$ cat src/etab_pkg.sv
// Shared types and constants for the embargo table.
`default_nettype none
package etab_pkg;

    localparam int POOL_DEPTH = 32;
    localparam int IDX_W      = $clog2(POOL_DEPTH);
    localparam int VCNT_W     = 6;
    localparam int MAX_RES    = 32;
    localparam int KEY_W      = 256;
    localparam int TIME_W     = 40;
    localparam int DL_W       = 41;
    localparam int EMB_W      = 16;
    localparam int LIM_W      = 6;
    localparam int TOT_W      = 32;

    localparam logic [1:0] KIND_ADD      = 2'd0;
    localparam logic [1:0] KIND_REMOVE   = 2'd1;
    localparam logic [1:0] KIND_CONTAINS = 2'd2;
    localparam logic [1:0] KIND_SWEEP    = 2'd3;

    typedef struct packed {
        logic              valid;
        logic [KEY_W-1:0]  key;
        logic [DL_W-1:0]   deadline;
    } entry_t;

endpackage
`default_nettype wire

$ cat src/etab_cell.sv
// One slot of the rotating entry ring.
`default_nettype none
module etab_cell (
    input  wire logic            aclk,
    input  wire logic            aresetn,
    input  wire logic            shift_en,
    input  etab_pkg::entry_t     d,
    output etab_pkg::entry_t     q
);

    logic                       valid_reg;
    logic [etab_pkg::KEY_W-1:0] key_reg;
    logic [etab_pkg::DL_W-1:0]  deadline_reg;

    always_ff @(posedge aclk) begin
        if (!aresetn) begin
            valid_reg <= 1'b0;
        end else if (shift_en) begin
            valid_reg <= d.valid;
        end
    end

    // Key and deadline carry no reset; the valid mark guards them.
    always_ff @(posedge aclk) begin
        if (shift_en) begin
            key_reg      <= d.key;
            deadline_reg <= d.deadline;
        end
    end

    assign q.valid    = valid_reg;
    assign q.key      = key_reg;
    assign q.deadline = deadline_reg;

endmodule
`default_nettype wire

$ cat config.mk
export PLATFORM = sky130hd
export DESIGN_NAME = etab_cell
export DESIGN_NICKNAME = d
export VERILOG_FILES = /design/src/etab_pkg.sv /design/src/etab_cell.sv
export SDC_FILE = /design/constraint.sdc
export NUM_CORES = 1
export LEC_CHECK = 0
export ABC_CLOCK_PERIOD_IN_PS = 800
export BUFFER_PORTS_ARGS = -buffer_cell sky130_fd_sc_hd__buf_2
export CAP_MARGIN = 15
export CORE_AREA = 2 2 234 236
export DETAILED_ROUTE_END_ITERATION = 7
export DIE_AREA = 0 0 236 238
export PLACE_DENSITY_LB_ADDON = 0.08
export SYNTH_ARGS = -nofsm -noshare
export SYNTH_HDL_FRONTEND = slang
export SYNTH_SLANG_ARGS = --single-unit
$ cat constraint.sdc
create_clock -name aclk -period 0.8 [get_ports aclk]
set_input_delay 0.04 -clock aclk [delete_from_list [all_inputs] [get_ports aclk]]
set_output_delay 0.04 -clock aclk [all_outputs]
set_load 0.005 [all_outputs]
Yosys cells after proc, flatten, opt, wreduce, memory -nomap -nowiden
Index checks and enable logic that the tools add are counted.
Storage, ports and cells
  register bits after elaboration: 298
  input port bits: 301
  output and inout port bits: 298
  word-level logic and storage cells: 3

Longest topological paths before layout
Gate-level depths: netlist (run 1).
  depth after elaboration: 0
  mapped depth: 2
  gate-level depth less buffers: 2

Least setup slack after synthesis (run 1)
No wires, ideal clock.
  path type: register to register
  start: reg, netlist name valid_reg
  end: reg valid_reg
  setup time: 0.116 ns
  arrival: 0.442 ns
  data required time: 0.684 ns
  path slack: 0.242 ns
  stages on the path, launching flop included: 3
  buffers on the path: 0
  period minus slack after synthesis: 0.558 ns
  cell sequence: dfxtp_1 -> mux2i_1 -> nor2b_1
RTL lines
  end signal, assigned: RTL line etab_cell.sv:19  | valid_reg <= d.valid;
  end, declared: RTL line etab_cell.sv:11  | logic valid_reg;

Final worst setup path (run 1)
  start: reg key_reg[221] (netlist name)
  end: out q[262] (netlist name)
RTL lines
  start, declared: RTL line etab_cell.sv:12  | logic [etab_pkg::KEY_W-1:0] key_reg;
  start signal, assigned: RTL line etab_cell.sv:26  | key_reg <= d.key;
  end, declared: RTL line etab_cell.sv:8  | output etab_pkg::entry_t q
No word-level cell between the ends.

==> summary.txt, run 1 <==
Reg2Reg Setup Slack: 0.20 ns
Relative slew slack: 76.22%
Critical Path Source: key_reg[221]
Starting Density: 16.75%
Setup WS post-layout: -0.3286 ns
Final Cycle Share: 141.1%
Mapped cell area: 8962 um2
First-iteration detailed-routing DRC count: 164
Vias in the first global route: 7,694
Vias per cell: 3.398
CTS tree: yes
Post-DP HPWL: 25.87 mm
Yosys reg bits: 298
Multi-input combinational cell area: 16.27 um2
Violations in the final reports: setup timing
Min Hold Slack: 0.02630 ns
Critical Path Max Stage Delay: 0.41 ns
ANT nets after route: 0
Cells after Synth: 301
Setup crit end: q[262]
Delay-heaviest family, CP: flip-flops
CP endpoint kind: primary output
DRC viols: 0
Critical Path RT: 0.76 ns
Routed vias: 6,783
Outcome: finished, violations left
Worst slew pin tran: 0.3566 ns
Wire per inst: 16.93 um
Max Buffers Root-to-Sink: 3
Share of the yosys chip area belonging to registers: 99.73%
Crit-path cells: buf_6
Filler cell count: 5,368
First-pass GRT wire length: 47.80 mm
Placer Congestion: 0.7354
Top-area cell type share of the netlist area: 99.51%
Area growth from synthesis to layout: 94.46%
Remaining global-route overflow: 0
DRT Pass-1 Iters: 4
Crit Reg-Reg Endpoint: valid_reg
Clock transition at path regs: 0.06 ns
Max-slew violations: 0
Die width: 236 um
Initial antenna violation count: 4
CP startpoint kind: flop
Leak Pwr: 7.333 nW
Register Area: 8940 um2
Core Rows: 85
Crit path max fanout: 1
Arrival @ worst endpoint: 1.09 ns
P per Cell Area: 2220 nW/um2
WS Path Type: flop to primary output
Commonest cells after routing, fill and taps aside: buf_2 (590), dlygate4sd3_1 (300), edfxtp_1 (297)
Core area: 53,500 um2
Total of max-cap violations: 0
Peak supply drop: 1.218 mV
Number of I/O pins: 599
Critical R2R Launch: valid_reg
Post-layout nets: 1,575
H-tree levels: 2
Hold Vio Cnt, Final: 0
Die height: 238 um
Slowest CP cell: edfxtp_1
Worst R2R Path Depth: 2
RSZ-0062 raised after global routing: yes
Worst skew pair latency: 0.53 ns
Inserted Clock Buffers: 38
Max reg flops: 256
DIE AREA: 56,170 um2
Mean Syn Cell Area: 29.78 um2
Ys Warns: 0
Worst Skew: 0 ns
Worst path depth: 1
Commonest non-fill, non-tap cell in the layout: buf_2
Buf+Inv Stages, Crit Path: 1
Total track usage: 11.58%
# diodes: 0
Final Setup Violations: 298
Layout cells sized above 1: 52.31%
Final min period: 1.129 ns
Clk sinks: 298
TNS Setup: -79.45 ns
Root Driver: clkbuf_16
DRT Wirelength: 33.79 mm
Maximum number of pins on one net before global-route repair: 28
Area leader, netlist: edfxtp_1
Synth unique cells: 5
Syn Nets: 602
Max Freq: 0.8860 GHz
Port bufs: 598
Hold WC Path Type: primary input to flop
Top post-synthesis cells by area: edfxtp_1 (100%), dfxtp_1 (0.22%), mux2i_1 (0.11%)
==> layer usage <==
metal,vias up,global-route usage (%),wire [um]
li1,3191,-,-
met1,3198,11.62,11870
met2,323,21.54,18060
met3,67,4.604,2853
met4,4,4.188,984
met5,-,0,23
==> cells in the mapped netlist <==
cell      number
edfxtp_1     297
buf_4          1
dfxtp_1        1
mux2i_1        1
nor2b_1        1
==> cell type report <==
cell class | count | area share (%)
multi-input combinational | 2 | 0.09333
tap | 696 | 4.997
timing repair buffer | 934 | 37.11
clock inverter | 11 | 0.3159
sequential | 298 | 51.30
clock buffer | 55 | 6.188
==> how the worst min path moves through the flow <==
stage	from	end	slack, ns	depth (start not counted)
floorplan	d[0]	deadline_reg[0]	0.14	0
global placement	d[121]	key_reg[80]	0.22	1
detailed placement	d[43]	key_reg[2]	0.22	1
CTS	shift_en	deadline_reg[34]	0.03	3
global route	shift_en	key_reg[39]	0.02	3
finish	shift_en	deadline_reg[21]	0.03	3
==> report_power, final <==
group,switching [W],total (W),internal [W]
Clock,0.00640,0.0157,0.00932
Sequential,0.000298,0.0189,0.0186
Combinational,0.00167,0.00412,0.00244
Total,0.00837,0.0387,0.0303
==> cell families (layout without fill, tap and decap cells) <==
kind of cell,after synthesis,in the layout,synth area share (%)
buffers and inverters,1,1000,0.08380
flip-flops,298,298,99.73
multiplexers,1,1,0.1117
AND/OR/NAND/NOR,1,1,0.06985
==> metrics by stage <==
step                power [W]  cell area, um2  setup WS [ns]  utilization (%)  cells
floorplan             0.01939            8962         0.2420                -    301
global placement      0.02216           13200       -0.07408            24.68   1627
detailed placement    0.02212           13200       -0.07801            24.68   1627
CTS                   0.03952           17370        -0.4026            32.46   1995
global route          0.04037           17430        -0.3904            32.58   1996
finish                0.03870           17430        -0.3286            32.58   1996
==> timing repair <==
action / 4_1_cts / 5_1_grt
hold buffers: 302 / 0
cloned: 0 / 1
setup endpoints to repair: 298 / 469
resized for setup: 2 / 10
buffers inserted: 0 / 1
hold endpoints to repair: 317 / 0
Power figures use the tool's default switching activity.
==> inputs of run 2 (changes only) <==
--- a/config.mk
+++ b/config.mk
@@ -9,6 +9,7 @@
 export BUFFER_PORTS_ARGS = -buffer_cell sky130_fd_sc_hd__buf_2
 export CAP_MARGIN = 15
 export CORE_AREA = 2 2 234 236
+export CTS_BUF_LIST = sky130_fd_sc_hd__clkbuf_16
 export DETAILED_ROUTE_END_ITERATION = 7
 export DIE_AREA = 0 0 236 238
 export PLACE_DENSITY_LB_ADDON = 0.08
==> run 2 against run 1 <==
- the flow still finishes with violations (setup timing)
- cell area stayed put
- flip-flop and latch count is the same
- register-to-register slack about the same
- total power down 0.50%
- hold slack improved by 0.0017 ns
- core utilization unchanged
- critical endpoint unchanged
==> summary.txt, run 2 (synthesis results as in run 1) <==
Critical Path Max Stage Delay: 0.41 ns (about the same)
Hold Path Depth: 3 (unchanged)
Max Buffers Root-to-Sink: 3 (unchanged)
Layout cells sized above 1: 52.31% (unchanged)
CP startpoint kind: flop
DRT Wirelength: 33.76 mm (-0.11%)
Maximum number of pins on one net before global-route repair: 28 (unchanged)
Wire per inst: 16.91 um (-0.11%)
Starting Density: 16.75% (unchanged)
Placed cells: 1,627 (unchanged)
Setup WS post-layout: -0.3287 ns (-0.00005800 ns)
DIE AREA: 56,170 um2 (unchanged)
Slowest CP cell: edfxtp_1
Worst skew pair latency: 0.53 ns (about the same)
Remaining global-route overflow: 0 (unchanged)
Min-delay src: shift_en
Crit path max fanout: 1 (unchanged)
Final Cycle Share: 141.1% (about the same)
CTS tree: yes
DRT Pass-1 Iters: 4 (unchanged)
Min-Delay Endpoint: deadline_reg[21]
Setup WS pre-CTS: -0.07801 ns (unchanged)
Post-layout nets: 1,575 (unchanged)
Routed vias: 6,783 (unchanged)
RSZ-0062 raised after global routing: yes
Outcome: finished, violations left
Violations in the final reports: setup timing
Hold WC Path Type: primary input to flop
Post-DP HPWL: 25.87 mm (unchanged)
Final min period: 1.129 ns (+0.00005800 ns)
Max-slew violations: 0 (unchanged)
Relative slew slack: 76.22% (unchanged)
Core area: 53,500 um2 (unchanged)
Commonest non-fill, non-tap cell in the layout: buf_2
Total of max-cap violations: 0 (unchanged)
Placer Congestion: 0.7354 (unchanged)
Area growth from synthesis to layout: 94.46% (unchanged)
WS Path Type: flop to primary output
Critical R2R Launch: valid_reg
Number of I/O pins: 599 (unchanged)
Commonest cells after routing, fill and taps aside: buf_2 (590), dlygate4sd3_1 (300), edfxtp_1 (297)
Reg2Reg Setup Slack: 0.20 ns (about the same)
Max reg flops: 256 (unchanged)
# diodes: 0 (unchanged)
Post-route cell area: 17,430 um2 (unchanged)
H-tree levels: 2 (unchanged)
DRC viols: 0 (unchanged)
Crit Reg-Reg Endpoint: valid_reg
Total track usage: 11.58% (about the same)
Vias per cell: 3.398 (unchanged)
Crit-path cells: buf_6
Buf+Inv Stages, Crit Path: 1 (unchanged)
Critical Path RT: 0.76 ns (about the same)
First-pass GRT wire length: 47.82 mm (about the same)
Peak supply drop: 1.217 mV (about the same)
Placed cell areas: 13,200 um2 (unchanged)
Final Setup Violations: 298 (unchanged)
Inserted Clock Buffers: 38 (unchanged)
ANT nets after route: 0 (unchanged)
Arrival @ worst endpoint: 1.09 ns (about the same)
Max Freq: 0.8860 GHz (about the same)
Final core utilization: 32.58% (unchanged)
Vias in the first global route: 7,697 (+0.039%)
P per Cell Area: 2209 nW/um2 (-0.50%)
Port bufs: 598 (unchanged)
Die width: 236 um (unchanged)
CP endpoint kind: primary output
Clock transition at path regs: 0.05 ns (about the same)
Worst R2R Path Depth: 2 (unchanged)
Delay-heaviest family, CP: flip-flops
Worst Skew: 0 ns (unchanged)
Final Non-Filler Cells: 1,996 (unchanged)
First-iteration detailed-routing DRC count: 168 (+2.4%)
Hold Vio Cnt, Final: 0 (unchanged)
Worst slew pin tran: 0.3566 ns (unchanged)
Core Rows: 85 (unchanged)
Root Driver: clkbuf_16
Initial antenna violation count: 4 (unchanged)
Clk sinks: 298 (unchanged)
Leak Pwr: 7.391 nW (+0.79%)
Die height: 238 um (unchanged)
-- run 2: cell count changes in the layout (fill, tap and decap cells not counted), sizes merged --
cell / change
clkbuf: -14
inv: +14
-- run 2: how the worst max path moves through the flow --
stage,from,end,slack [ns],cells past startpoint
final,key_reg[221],q[262],-0.33,1
after global routing,key_reg[221],q[262],-0.39,1
after CTS,key_reg[74],q[115],-0.40,1
after detailed placement,shift_en,key_reg[226],-0.08,3
after global placement,shift_en,key_reg[226],-0.07,3
after floorplan,valid_reg,valid_reg,0.24,2
-- run 2: power breakdown --
group | switching [W] | internal [W]
clock network | 0.00639 | 0.00914
logic | 0.00167 | 0.00244
registers | 0.000297 | 0.0186
total | 0.00836 | 0.0301
-- run 2: layout make-up --
| cell class | count | area (um2) |
|---|---|---|
| clock buffers | 41 | 1026 |
| clock inverters | 25 | 107.6 |
| fillers | 5368 | 36070 |
| multi-input cells | 2 | 16.27 |
| flip-flops and latches | 298 | 8940 |
| well taps | 696 | 870.8 |
| repair buffers | 934 | 6467 |
-- run 2: through the flow --
stage / setup TNS, ns / power [W] / hold WS [ns]
2_1_floorplan: 0 / 0.01939 / 0.1389
3_3_place_gp: -8.008 / 0.02216 / 0.2163
3_5_place_dp: -9.068 / 0.02212 / 0.2181
4_1_cts: -110.24 / 0.03935 / 0.03169
5_1_grt: -98.77 / 0.04020 / 0.02474
6_report: -79.42 / 0.03850 / 0.02800
-- run 2: what timing repair did --
item                                    CTS  global route
buffers inserted                          0             1
hold buffers                            302             0
resized for setup                         2            10
endpoints found under the setup margin  298           469
cloned                                    0             1
endpoints found under the hold margin   317             0
-- run 2: layer usage --
metal / up-vias / wire, um / global-route usage, %
met5: - / 23 / 0
met4: 4 / 984 / 4.188
met3: 67 / 2841 / 4.604
met2: 323 / 18090 / 21.54
met1: 3198 / 11820 / 11.63
li1: 3191 / - / -
